`src/sv/md4_pkg.sv`:
```
package md4_pkg;

   localparam logic [31:0] INIT_H0 = 32'h67452301;
   localparam logic [31:0] INIT_H1 = 32'hEFCDAB89;
   localparam logic [31:0] INIT_H2 = 32'h98BADCFE;
   localparam logic [31:0] INIT_H3 = 32'h10325476;
   localparam logic [31:0] K_ROUND1 = 32'h5A827999;
   localparam logic [31:0] K_ROUND2 = 32'h6ED9EBA1;
   localparam logic [7:0]  PAD_MARK = 8'h80;

   localparam logic [5:0]  LAST_STEP  = 6'd47;
   localparam logic [3:0]  LEN_LO_WORD = 4'd14;
   localparam logic [3:0]  LEN_HI_WORD = 4'd15;

   typedef logic [31:0] word_type;

   // message word used by a compression step
   function automatic logic [3:0] msg_word(input logic [5:0] step);
      logic [3:0] w;
      unique case (step[5:4])
         2'd0:    w = step[3:0];
         2'd1:    w = {step[1:0], step[3:2]};
         default: w = {step[0], step[1], step[2], step[3]};
      endcase
      return w;
   endfunction

   function automatic logic [4:0] rot_amount(input logic [1:0] rnd, input logic [1:0] pos);
      logic [4:0] s;
      unique case ({rnd, pos})
         4'h0:    s = 5'd3;
         4'h1:    s = 5'd7;
         4'h2:    s = 5'd11;
         4'h3:    s = 5'd19;
         4'h4:    s = 5'd3;
         4'h5:    s = 5'd5;
         4'h6:    s = 5'd9;
         4'h7:    s = 5'd13;
         4'h8:    s = 5'd3;
         4'h9:    s = 5'd9;
         4'hA:    s = 5'd11;
         default: s = 5'd15;
      endcase
      return s;
   endfunction

endpackage

```
`src/sv/md4_req_if.sv`:
```
interface md4_req_if;
   logic       valid;
   logic       ready;
   logic [7:0] data_byte;
   logic       byte_present;
   logic       end_of_message;

   modport source (output valid, data_byte, byte_present, end_of_message, input ready);
   modport sink   (input valid, data_byte, byte_present, end_of_message, output ready);
endinterface

```
`src/sv/md4_rsp_if.sv`:
```
interface md4_rsp_if;
   logic        valid;
   logic        ready;
   logic [31:0] digest_word;
   logic [1:0]  word_index;
   logic        last_word;

   modport source (output valid, digest_word, word_index, last_word, input ready);
   modport sink   (input valid, digest_word, word_index, last_word, output ready);
endinterface

```
`src/sv/md4_message_digest_core.sv`:
```
// Input: a word that does not complete a block is absorbed without leaving idle; a word that
//   completes a 64-byte block holds the input through the 48 steps and the chaining add.
// Final word: the pad mark and fill writes and one or two compressions of 48 steps each,
//   then four digest words, one per cycle while the sink is ready.
// One MD4 step per cycle through a single shared adder/rotator.
// Reset (synchronous): initial chaining words, empty buffer count, zero block count.
module md4_message_digest_core (
   input  logic              clock,
   input  logic              reset,
   md4_req_if.sink           req_ch,
   md4_rsp_if.source         rsp_ch
);

   typedef enum logic [2:0] {
      ST_IDLE,
      ST_COMP,
      ST_ADD,
      ST_MARK,
      ST_FILL,
      ST_OUT
   } state_type;

   state_type state_ff, state_in;

   md4_pkg::word_type h_ff [4];
   md4_pkg::word_type h_in [4];
   md4_pkg::word_type a_ff, b_ff, c_ff, d_ff;
   md4_pkg::word_type a_in, b_in, c_in, d_in;
   md4_pkg::word_type buf_ff [16];

   logic [5:0]  pos_ff, pos_in;
   logic [54:0] blocks_ff, blocks_in;
   logic [5:0]  step_ff, step_in;
   logic [3:0]  pw_ff, pw_in;
   logic [1:0]  idx_ff, idx_in;
   logic        fin_ff, fin_in;
   logic        extra_ff, extra_in;
   logic        pend_ff, pend_in;
   logic [63:0] len_ff, len_in;

   logic        wr_en;
   logic [3:0]  wr_addr;
   logic [3:0]  wr_be;
   logic [31:0] wr_data;
   logic        start_comp;

   logic [1:0]  rnd;
   md4_pkg::word_type f_val, k_val, x_val, sum, t_val;
   logic [4:0]  rot;
   logic [63:0] rot_wide;

   logic        req_fire, rsp_fire;

   assign req_ch.ready = (state_ff == ST_IDLE);
   assign req_fire     = req_ch.valid && req_ch.ready;
   assign rsp_ch.valid = (state_ff == ST_OUT);
   assign rsp_fire     = rsp_ch.valid && rsp_ch.ready;
   assign rsp_ch.digest_word = h_ff[idx_ff];
   assign rsp_ch.word_index  = idx_ff;
   assign rsp_ch.last_word   = (idx_ff == 2'd3);

   // step datapath
   assign rnd   = step_ff[5:4];
   assign x_val = buf_ff[md4_pkg::msg_word(step_ff)];
   always_comb begin
      unique case (rnd)
         2'd0: begin
            f_val = (b_ff & c_ff) | (~b_ff & d_ff);
            k_val = '0;
         end
         2'd1: begin
            f_val = (b_ff & c_ff) | (b_ff & d_ff) | (c_ff & d_ff);
            k_val = md4_pkg::K_ROUND1;
         end
         default: begin
            f_val = b_ff ^ c_ff ^ d_ff;
            k_val = md4_pkg::K_ROUND2;
         end
      endcase
   end
   assign sum      = a_ff + f_val + x_val + k_val;
   assign rot      = md4_pkg::rot_amount(rnd, step_ff[1:0]);
   assign rot_wide = {sum, sum} << rot;
   assign t_val    = rot_wide[63:32];

   always_comb begin
      state_in  = state_ff;
      h_in      = h_ff;
      a_in      = a_ff;
      b_in      = b_ff;
      c_in      = c_ff;
      d_in      = d_ff;
      pos_in    = pos_ff;
      blocks_in = blocks_ff;
      step_in   = step_ff;
      pw_in     = pw_ff;
      idx_in    = idx_ff;
      fin_in    = fin_ff;
      extra_in  = extra_ff;
      pend_in   = pend_ff;
      len_in    = len_ff;
      wr_en     = 1'b0;
      wr_addr   = pos_ff[5:2];
      wr_be     = '0;
      wr_data   = '0;
      start_comp = 1'b0;

      unique case (state_ff)
         ST_IDLE: begin
            if (req_fire) begin
               if (req_ch.byte_present) begin
                  wr_en   = 1'b1;
                  wr_be   = 4'b0001 << pos_ff[1:0];
                  wr_data = {4{req_ch.data_byte}};
                  pos_in  = pos_ff + 6'd1;
                  if (pos_ff == 6'd63) begin
                     start_comp = 1'b1;
                     pend_in    = req_ch.end_of_message;
                  end else if (req_ch.end_of_message) begin
                     state_in = ST_MARK;
                  end
               end else if (req_ch.end_of_message) begin
                  state_in = ST_MARK;
               end
            end
         end
         ST_MARK: begin
            len_in   = {blocks_ff, pos_ff, 3'b000};
            fin_in   = 1'b1;
            extra_in = (pos_ff[5:3] == 3'b111);
            wr_en    = 1'b1;
            wr_be    = 4'b1111 << pos_ff[1:0];
            wr_data  = {24'd0, md4_pkg::PAD_MARK} << {pos_ff[1:0], 3'b000};
            if (pos_ff[5:2] == 4'd15) begin
               start_comp = 1'b1;
            end else begin
               pw_in    = pos_ff[5:2] + 4'd1;
               state_in = ST_FILL;
            end
         end
         ST_FILL: begin
            wr_en   = 1'b1;
            wr_addr = pw_ff;
            wr_be   = 4'b1111;
            if (!extra_ff && pw_ff == md4_pkg::LEN_LO_WORD) begin
               wr_data = len_ff[31:0];
            end else if (!extra_ff && pw_ff == md4_pkg::LEN_HI_WORD) begin
               wr_data = len_ff[63:32];
            end
            pw_in = pw_ff + 4'd1;
            if (pw_ff == 4'd15) begin
               start_comp = 1'b1;
            end
         end
         ST_COMP: begin
            a_in    = d_ff;
            b_in    = t_val;
            c_in    = b_ff;
            d_in    = c_ff;
            step_in = step_ff + 6'd1;
            if (step_ff == md4_pkg::LAST_STEP) begin
               step_in  = '0;
               state_in = ST_ADD;
            end
         end
         ST_ADD: begin
            h_in[0]   = h_ff[0] + a_ff;
            h_in[1]   = h_ff[1] + b_ff;
            h_in[2]   = h_ff[2] + c_ff;
            h_in[3]   = h_ff[3] + d_ff;
            blocks_in = blocks_ff + 55'd1;
            pos_in    = '0;
            if (pend_ff) begin
               pend_in  = 1'b0;
               state_in = ST_MARK;
            end else if (fin_ff && extra_ff) begin
               extra_in = 1'b0;
               pw_in    = '0;
               state_in = ST_FILL;
            end else if (fin_ff) begin
               fin_in   = 1'b0;
               idx_in   = '0;
               state_in = ST_OUT;
            end else begin
               state_in = ST_IDLE;
            end
         end
         ST_OUT: begin
            if (rsp_fire) begin
               idx_in = idx_ff + 2'd1;
               if (idx_ff == 2'd3) begin
                  h_in[0]   = md4_pkg::INIT_H0;
                  h_in[1]   = md4_pkg::INIT_H1;
                  h_in[2]   = md4_pkg::INIT_H2;
                  h_in[3]   = md4_pkg::INIT_H3;
                  blocks_in = '0;
                  pos_in    = '0;
                  state_in  = ST_IDLE;
               end
            end
         end
         default: state_in = ST_IDLE;
      endcase

      if (start_comp) begin
         a_in     = h_ff[0];
         b_in     = h_ff[1];
         c_in     = h_ff[2];
         d_in     = h_ff[3];
         step_in  = '0;
         state_in = ST_COMP;
      end
   end

   always_ff @(posedge clock) begin
      if (reset) begin
         state_ff  <= ST_IDLE;
         h_ff[0]   <= md4_pkg::INIT_H0;
         h_ff[1]   <= md4_pkg::INIT_H1;
         h_ff[2]   <= md4_pkg::INIT_H2;
         h_ff[3]   <= md4_pkg::INIT_H3;
         a_ff      <= '0;
         b_ff      <= '0;
         c_ff      <= '0;
         d_ff      <= '0;
         pos_ff    <= '0;
         blocks_ff <= '0;
         step_ff   <= '0;
         pw_ff     <= '0;
         idx_ff    <= '0;
         fin_ff    <= 1'b0;
         extra_ff  <= 1'b0;
         pend_ff   <= 1'b0;
      end else begin
         state_ff  <= state_in;
         h_ff      <= h_in;
         a_ff      <= a_in;
         b_ff      <= b_in;
         c_ff      <= c_in;
         d_ff      <= d_in;
         pos_ff    <= pos_in;
         blocks_ff <= blocks_in;
         step_ff   <= step_in;
         pw_ff     <= pw_in;
         idx_ff    <= idx_in;
         fin_ff    <= fin_in;
         extra_ff  <= extra_in;
         pend_ff   <= pend_in;
      end
   end

   always_ff @(posedge clock) begin
      len_ff <= len_in;
      if (wr_en) begin
         for (int i = 0; i < 4; i++) begin
            if (wr_be[i]) begin
               buf_ff[wr_addr][i*8 +: 8] <= wr_data[i*8 +: 8];
            end
         end
      end
   end

   a_no_accept_while_out : assert property (@(posedge clock) disable iff (reset)
      rsp_ch.valid |-> !req_ch.ready)
      else $error("input accepted while digest pending");

   a_step_range : assert property (@(posedge clock) disable iff (reset)
      (state_ff == ST_COMP) |-> (step_ff <= md4_pkg::LAST_STEP))
      else $error("step counter out of range");

   a_reinit_after_digest : assert property (@(posedge clock) disable iff (reset)
      (rsp_fire && rsp_ch.last_word) |=>
         (h_ff[0] == md4_pkg::INIT_H0 && blocks_ff == '0 && pos_ff == '0 &&
          state_ff == ST_IDLE))
      else $error("state not reinitialized after digest");

   a_pending_end_only_in_comp : assert property (@(posedge clock) disable iff (reset)
      pend_ff |-> (state_ff == ST_COMP || state_ff == ST_ADD))
      else $error("pending end outside compression");

endmodule

```
`src/flat_wrapper.sv`:
```
// flat-port wrapper written by rule: the top's interface ports become plain ports
module md4_message_digest_core_flat 
  (clock, reset, req_ch_valid, req_ch_data_byte, req_ch_byte_present, req_ch_end_of_message, req_ch_ready, rsp_ch_valid, rsp_ch_digest_word, rsp_ch_word_index, rsp_ch_last_word, rsp_ch_ready);
  md4_req_if req_ch_i ();
  md4_rsp_if rsp_ch_i ();
  input  logic clock;
  input  logic reset;
  input wire logic [$bits(req_ch_i.valid)-1:0] req_ch_valid;
  input wire logic [$bits(req_ch_i.data_byte)-1:0] req_ch_data_byte;
  input wire logic [$bits(req_ch_i.byte_present)-1:0] req_ch_byte_present;
  input wire logic [$bits(req_ch_i.end_of_message)-1:0] req_ch_end_of_message;
  output wire logic [$bits(req_ch_i.ready)-1:0] req_ch_ready;
  output wire logic [$bits(rsp_ch_i.valid)-1:0] rsp_ch_valid;
  output wire logic [$bits(rsp_ch_i.digest_word)-1:0] rsp_ch_digest_word;
  output wire logic [$bits(rsp_ch_i.word_index)-1:0] rsp_ch_word_index;
  output wire logic [$bits(rsp_ch_i.last_word)-1:0] rsp_ch_last_word;
  input wire logic [$bits(rsp_ch_i.ready)-1:0] rsp_ch_ready;
  assign req_ch_i.valid = req_ch_valid;
  assign req_ch_i.data_byte = req_ch_data_byte;
  assign req_ch_i.byte_present = req_ch_byte_present;
  assign req_ch_i.end_of_message = req_ch_end_of_message;
  assign req_ch_ready = req_ch_i.ready;
  assign rsp_ch_valid = rsp_ch_i.valid;
  assign rsp_ch_digest_word = rsp_ch_i.digest_word;
  assign rsp_ch_word_index = rsp_ch_i.word_index;
  assign rsp_ch_last_word = rsp_ch_i.last_word;
  assign rsp_ch_i.ready = rsp_ch_ready;
  md4_message_digest_core u_core (.clock(clock), .reset(reset), .req_ch(req_ch_i), .rsp_ch(rsp_ch_i));
endmodule
```
`config.mk`:
```
export PLATFORM = sky130hd
export DESIGN_NAME = md4_message_digest_core_flat
export DESIGN_NICKNAME = d
export VERILOG_FILES = /design/src/sv/md4_pkg.sv /design/src/sv/md4_req_if.sv /design/src/sv/md4_rsp_if.sv /design/src/sv/md4_message_digest_core.sv /design/src/flat_wrapper.sv
export SDC_FILE = /design/constraint.sdc
export NUM_CORES = 2
export LEC_CHECK = 0
export ABC_CLOCK_PERIOD_IN_PS = 10250
export BUFFER_PORTS_ARGS = -buffer_cell sky130_fd_sc_hd__buf_2
export CORE_ASPECT_RATIO = 0.6
export CORE_MARGIN = 4
export CORE_UTILIZATION = 34
export CTS_CLUSTER_SIZE = 16
export DETAILED_ROUTE_END_ITERATION = 6
export GPL_ROUTABILITY_DRIVEN = 0
export PLACE_DENSITY = 0.54
export SKIP_LAST_GASP = 1
export SYNTH_ARGS = -nofsm -noshare
export SYNTH_HDL_FRONTEND = slang
export SYNTH_SLANG_ARGS = --single-unit
```
`constraint.sdc`:
```
create_clock -name clock -period 10.25 [get_ports clock]
set_input_delay 1.025 -clock clock [delete_from_list [all_inputs] [get_ports clock]]
set_output_delay 1.025 -clock clock [all_outputs]
set_load 0.01 [all_outputs]
```
Word level (Yosys, flattened, before mapping)
Memories as Yosys holds them, arrays and structs flattened. A register that Yosys moved wholly into a read port is not among the register bits.
Cells that the tools add are included.
- register bits after elaboration: 396
- RAM bits: 512
- bits in read-only memories: 64
- word-level logic and storage cells: 198
- memories kept: 2
- $add $sub $neg: 13
- order comparisons: 1
- eq/ne operators: 32
- shift operators: 4
- muxes and demuxes: 90
- bitwise logic cells: 12
- reductions and logical operators: 25
- memories (memory ; depth ; bits a word ; rd ports ; clocked after Yosys merged registers in ; wr ports ; RTL line ; RTL):
    u_core.buf_ff ; 16 ; 32 ; 1 ; 0 ; 1 ; md4_message_digest_core.sv:29 ; md4_pkg::word_type buf_ff [16];
    (no name shown) ; 16 ; 4 ; 1 ; 1 ; 0 ; md4_pkg.sv:30 ; unique case ({rnd, pos})
- operators with widths (kind ; count):
    $mux W32 ; 14
    $mux W128 ; 2
    $pmux W128 S2 ; 1
    $add A32 B32 Y32 ; 6
    $and A32 B32 Y32 ; 4
    $mux W55 ; 2
    $pmux W55 S2 ; 1
    $or A32 B32 Y32 ; 3
    $pmux W32 S3 ; 1
    $bmux W32 S2 ; 1
    $pmux W32 S2 ; 1
    $shl A64 B5 Y64 ; 1
    $xor A32 B32 Y32 ; 2
    $pmux W31 S2 ; 1
    $add A55 B1 Y55 const B ; 1
    $mux W3 ; 11
    $add A32 B31 Y32 ; 1
    $mux W4 ; 8
    $not A32 Y32 ; 1
    $shl A8 B5 Y32 const A ; 1
    $mux W6 ; 5
    $mux W1 ; 27
    $pmux W4 S3 ; 2
    $pmux W3 S6 ; 1
    38 further kinds ; 79

Longest topological paths before layout
- word-level depth: 10
- gate-level depth with buffers: 28

Worst setup path before layout
Ideal clock, no wire load.
- path kind: register to register
- start point: reg u_core.step_ff[2]
- end point: reg u_core.b_ff[22]
- setup time: 0.122 ns
- arrival: 6.441 ns
- path slack: 3.687 ns
- stages on the path, launching flop included: 26
- path buffers: 5
- path through: dfxtp_1 -> buf_2 -> mux2i_1 -> o21a_1 -> buf_2 -> buf_1 -> buf_1 -> mux4_2 -> mux2i_1 -> a21oi_1 -> fa_1 -> inv_1 -> fa_1 -> inv_1 -> ha_1 -> clkbuf_1 -> a21oi_1 -> o21ai_1 -> a311o_1 -> nand2_1 -> o21ai_1 -> a311oi_2 -> nor2_1 -> mux4_2 -> or2_2 -> a311o_1
- longest elaborated chain between the ends: 7
- RTL lines (item ; RTL line ; RTL):
    from (decl) ; md4_message_digest_core.sv:33 ; logic [5:0] step_ff, step_in;
    from (signal assigned) ; md4_message_digest_core.sv:243 ; step_ff <= step_in;
    $pmux W4 S2 ; md4_pkg.sv:20 ; unique case (step[5:4])
    $mem_v2 Z16 W32 ; - ;
    $add A32 B32 Y32 ; md4_message_digest_core.sv:81 ; assign sum = a_ff + f_val + x_val + k_val;
    $add A32 B31 Y32 ; md4_message_digest_core.sv:81 ;
    $shl A64 B5 Y64 ; md4_message_digest_core.sv:83 ; assign rot_wide = {sum, sum} << rot;
    $mux W32 ; md4_message_digest_core.sv:108 ; unique case (state_ff)
    $mux W32 ; md4_message_digest_core.sv:205 ; if (start_comp) begin
    to (signal assigned) ; md4_message_digest_core.sv:238 ; b_ff <= b_in;
    to (decl) ; md4_message_digest_core.sv:27 ; md4_pkg::word_type a_ff, b_ff, c_ff, d_ff;
No other way between the ends. The select of a mux whose other input is x is not followed.
A chain may end at the register's enable or synchronous reset.

Final worst setup path
- start point: reg u_core.step_ff[5]
- end point: reg u_core.b_ff[19]
- longest elaborated chain between the ends: 8
- elaborated cells on any way between the ends: 12
- classes of those cells: 3 x add/sub; 1 x eq/ne; 1 x shift; 5 x mux; 1 x reduce/logical; 1 x memory
- RTL lines (item ; RTL line):
    $eq A2 B1 Y1 / $logic_not A2 Y1 (equally long branches) ; md4_pkg.sv:20, md4_message_digest_core.sv:66
    $pmux W32 S2 / $pmux W4 S2 (equally long branches) ; md4_message_digest_core.sv:66, md4_pkg.sv:20
    $add A32 B32 Y32 / $mem_v2 Z16 W32 (equally long branches) ; -
    $add A32 B32 Y32 ; md4_message_digest_core.sv:81
    $add A32 B31 Y32 (*) ; md4_message_digest_core.sv:81
    $shl A64 B5 Y64 (*) ; md4_message_digest_core.sv:83
    $mux W32 (*) ; md4_message_digest_core.sv:108
    $mux W32 (*) ; md4_message_digest_core.sv:205
Every way passes the cells marked *; elsewhere a longest branch is shown, timed or not. The select of a mux whose other input is x is not followed.

==> reports/metrics.yaml <==
status: "complete, no violations"
crit_chain: "o21a_4, buf_4, mux4_2, a211oi_1, a21oi_1, fa_1, inv_1, fa_1, inv_1, ha_1, o21ai_0, o21ai_0, nand3b_1, a21oi_1, o2111ai_1, a21boi_0, nor3_1, o31ai_1, o21ai_0, a222oi_1, o22ai_1"
crit_path_max_incr_delay_ps: 800
grt_max_degree: 74
ys_seq_area_share_pct: 49.40
synth-main-ff-cell: "edfxtp_1"
cts_tree: "yes"
cp.required_ps: 10810
drt_pass1_iterations: 6
clock_sinks: 912
syn_nets: 4643
io_pins: 51
grt_pass1_vias: 32830
placementRows: 107
report.final.slew_viol_count: 0
syn_area_per_cell_um2: 11.13
htreeDepth: 3
overflow: 0
synth.area.top_cells: "edfxtp_1, dfxtp_1, mux4_2"
cts_resized: 0
initial_core_util_pct: 34.22
syn_inst: 4365
worstPathMaxFanout: 26
syn_to_final_growth_pct: 11.18
ys_ff_latch: 912
grt_use_total_pct: 20.53
placedCellCount: 6162
synthAdderAreaFrac_pct: 8.208
yosys.cell_types.count: 84
setup_viol: 0
core-area_mm2: 0.1419
cts-root-buf: "clkbuf_16"
tns_ps: 0
synth_compound_area_share_pct: 14.84
startpoint: "u_core.step_ff[5]"
clkLatencyLatePin_ps: 720
synthXorXnorAreaFrac_pct: 3.012
post-dp-hpwl_um: 112000
yosys.area_share.simple_pct: 10.32
drc: 0
syn_area_mm2: 0.04857
synthTopCellsByCount: "edfxtp_1, nand2_1, a21oi_1"
crit_path_top_delay_cell: "a21oi_1"
holdBufCountCts: 0
p_int_mw: 6.356
drt-total-wl_um: 155800
dieArea_mm2: 0.1492
cap_violations: 0
yosysWarnings: 0
hp-class: "flop to flop"
path_common_cell: "o21ai_0"
num_vias: 35990
path_clk_slew_ps: 70
synth_top_cell_by_area: "edfxtp_1"
critPathCapture: "u_core.b_ff[19]"
cp-end-kind: "flop"
io_buffers: 50
antenna_found_initial: 4
grt_pass1_wl_um: 229100
clkPwrFrac_pct: 36.8
p_sw_mw: 2.756
drive_above_1_share_pct: 11.50
path_class: "flop to flop"
slew-limit-headroom_pct: 8.853
worst_ir_drop_vdd_v: 0.0001206
hold_viol: 0
swShare_pct: 30.25
power.leakage_nw: 19.25
synth_top_family_by_area: "compound AO/OA/AOI/OAI gates"
r2r_start: "u_core.step_ff[5]"
postRouteAntennaNets: 0
worstReg2RegEnd: "u_core.b_ff[19]"
drt_iter0_markers: 4607
ff2ff_setup_slack_ps: 2230
power_frac_seq_pct: 45.1
nNetsFinal: 4621
power_density_mw_per_mm2: 168.7
routedWlPerCell_um: 24.62
fp.dieH_um: 300.8
post_cts_buffers: 0
rsz0062_at_grt: "no"
instances_no_fill: 6328
timing.clock.skew_ps: 40.77
synthMuxAreaShare_pct: 10.79
pwr-share-comb_pct: 18.1
numCtsBuffers: 86
arrival_ps: 8580
yosysMostFrequentCell: "edfxtp_1"
yosysTopAreaCellShare_pct: 35.43
min_period_over_period_pct: 78.21
die_w_um: 495.9
start_kind: "flop"
power_mw: 9.112
via_per_inst: 5.688
hp-start: "u_core.blocks_ff[5]"
clock_path_buffers: 3
async_flop_share_pct: 0
synth_edf_count: 573
worst_slew_pin_slew_ps: 1358
min_period_ps: 8017
r2r_cells: 21
fmax_mhz: 124.7
power by group through the flow:
stage / Combinational, mW / Sequential [mW] / Clock, mW
detailed placement: 1.61 / 4.18 / 0
global placement: 1.60 / 4.18 / 0
global route: 1.78 / 4.11 / 3.56
floorplan: 1.11 / 4.12 / 0
CTS: 1.61 / 4.10 / 3.41
finish: 1.65 / 4.11 / 3.35
state kept, by name, indices dropped and copies added (netlist names):
name,count
u_core.buf_ff,512
u_core.h_ff,128
u_core.len_ff,61
u_core.blocks_ff,55
u_core.a_ff,32
u_core.b_ff,32
u_core.c_ff,32
u_core.d_ff,32
u_core.pos_ff,6
u_core.step_ff,6
u_core.pw_ff,4
u_core.rot,4
u_core.state_ff,3
u_core.rsp_ch.word_index,2
u_core.extra_ff,1
u_core.fin_ff,1
u_core.pend_ff,1
layout make-up:
cell class | count | area [um2]
fillers | 13750 | 87910
flip-flops and latches | 912 | 24000
multi-input cells | 3011 | 23030
well taps | 1907 | 2386
clock buffers | 101 | 2268
repair buffers | 128 | 892.1
inverters | 204 | 765.7
clock inverters | 60 | 641.9
diodes | 5 | 12.51
critical path, delay by kind of cell (launching register included):
kind | cells | cell delay, ps
simple gates | 2 | 480
compound gates | 12 | 4270
mux | 1 | 540
buf+inv | 3 | 500
flops | 1 | 690
fa+ha+maj | 3 | 1360
stage by stage:
stage / hold WS [ps] / setup slack [ps] / utilization (%) / cell area, um2
2_1_floorplan: 406.4 / 3687 / - / 48570
3_3_place_gp: 443.8 / 2543 / 35.99 / 51080
3_5_place_dp: 443.8 / 2444 / 35.99 / 51080
4_1_cts: 453.5 / 2387 / 38.04 / 53990
5_1_grt: 466.5 / 1685 / 38.04 / 53990
6_report: 445.5 / 2233 / 38.05 / 54000
kinds of logic after synthesis:
kind of cell | count (synthesis)
fa+ha+maj | 264
buf+inv | 442
mux | 308
flops | 912
compound gates | 1152
simple gates | 1120
xor+xnor | 167
placed cells by master (no fill, tap or decap), types with 22 or more instances in the layout:
| cell type | n |
|---|---|
| o31ai_1 | 23 |
| a31oi_1 | 28 |
| xnor2_1 | 83 |
| buf_2 | 49 |
| mux2i_1 | 117 |
| a211oi_1 | 45 |
| and3_1 | 28 |
| a21o_1 | 73 |
| a22oi_1 | 125 |
| a21oi_1 | 362 |
| ha_1 | 173 |
| mux4_2 | 170 |
| o21ai_0 | 229 |
| clkbuf_16 | 86 |
| buf_4 | 74 |
| fa_1 | 91 |
| edfxtp_1 | 573 |
| dfxtp_1 | 333 |
| o211ai_1 | 39 |
| o22ai_1 | 36 |
| nand3_1 | 90 |
| nor3_1 | 58 |
| nand2_1 | 421 |
| nor2b_1 | 47 |
| or3_1 | 27 |
| xor2_1 | 84 |
| inv_1 | 198 |
| nor2_1 | 328 |
| nand2b_1 | 22 |
| o21a_1 | 42 |
routing by layer:
layer | track usage (%) | wire (um) | vias to the layer above
met3 | 6.000 | 17960 | 149
met1 | 34.55 | 78430 | 18010
met4 | 3.314 | 2064 | 0
met5 | 0 | 0 | -
li1 | - | - | 16190
met2 | 25.18 | 57330 | 1646
worst min-delay path by stage:
stage                             end  slack (ps)  depth (start not counted)
floorplan            u_core.len_ff[5]         410                          0
global placement    u_core.len_ff[63]         440                          0
detailed placement  u_core.len_ff[63]         440                          0
CTS                 u_core.len_ff[14]         450                          0
global route        u_core.len_ff[63]         470                          0
finish              u_core.len_ff[14]         450                          0
Note: power is estimated with default switching activity, not from simulation.
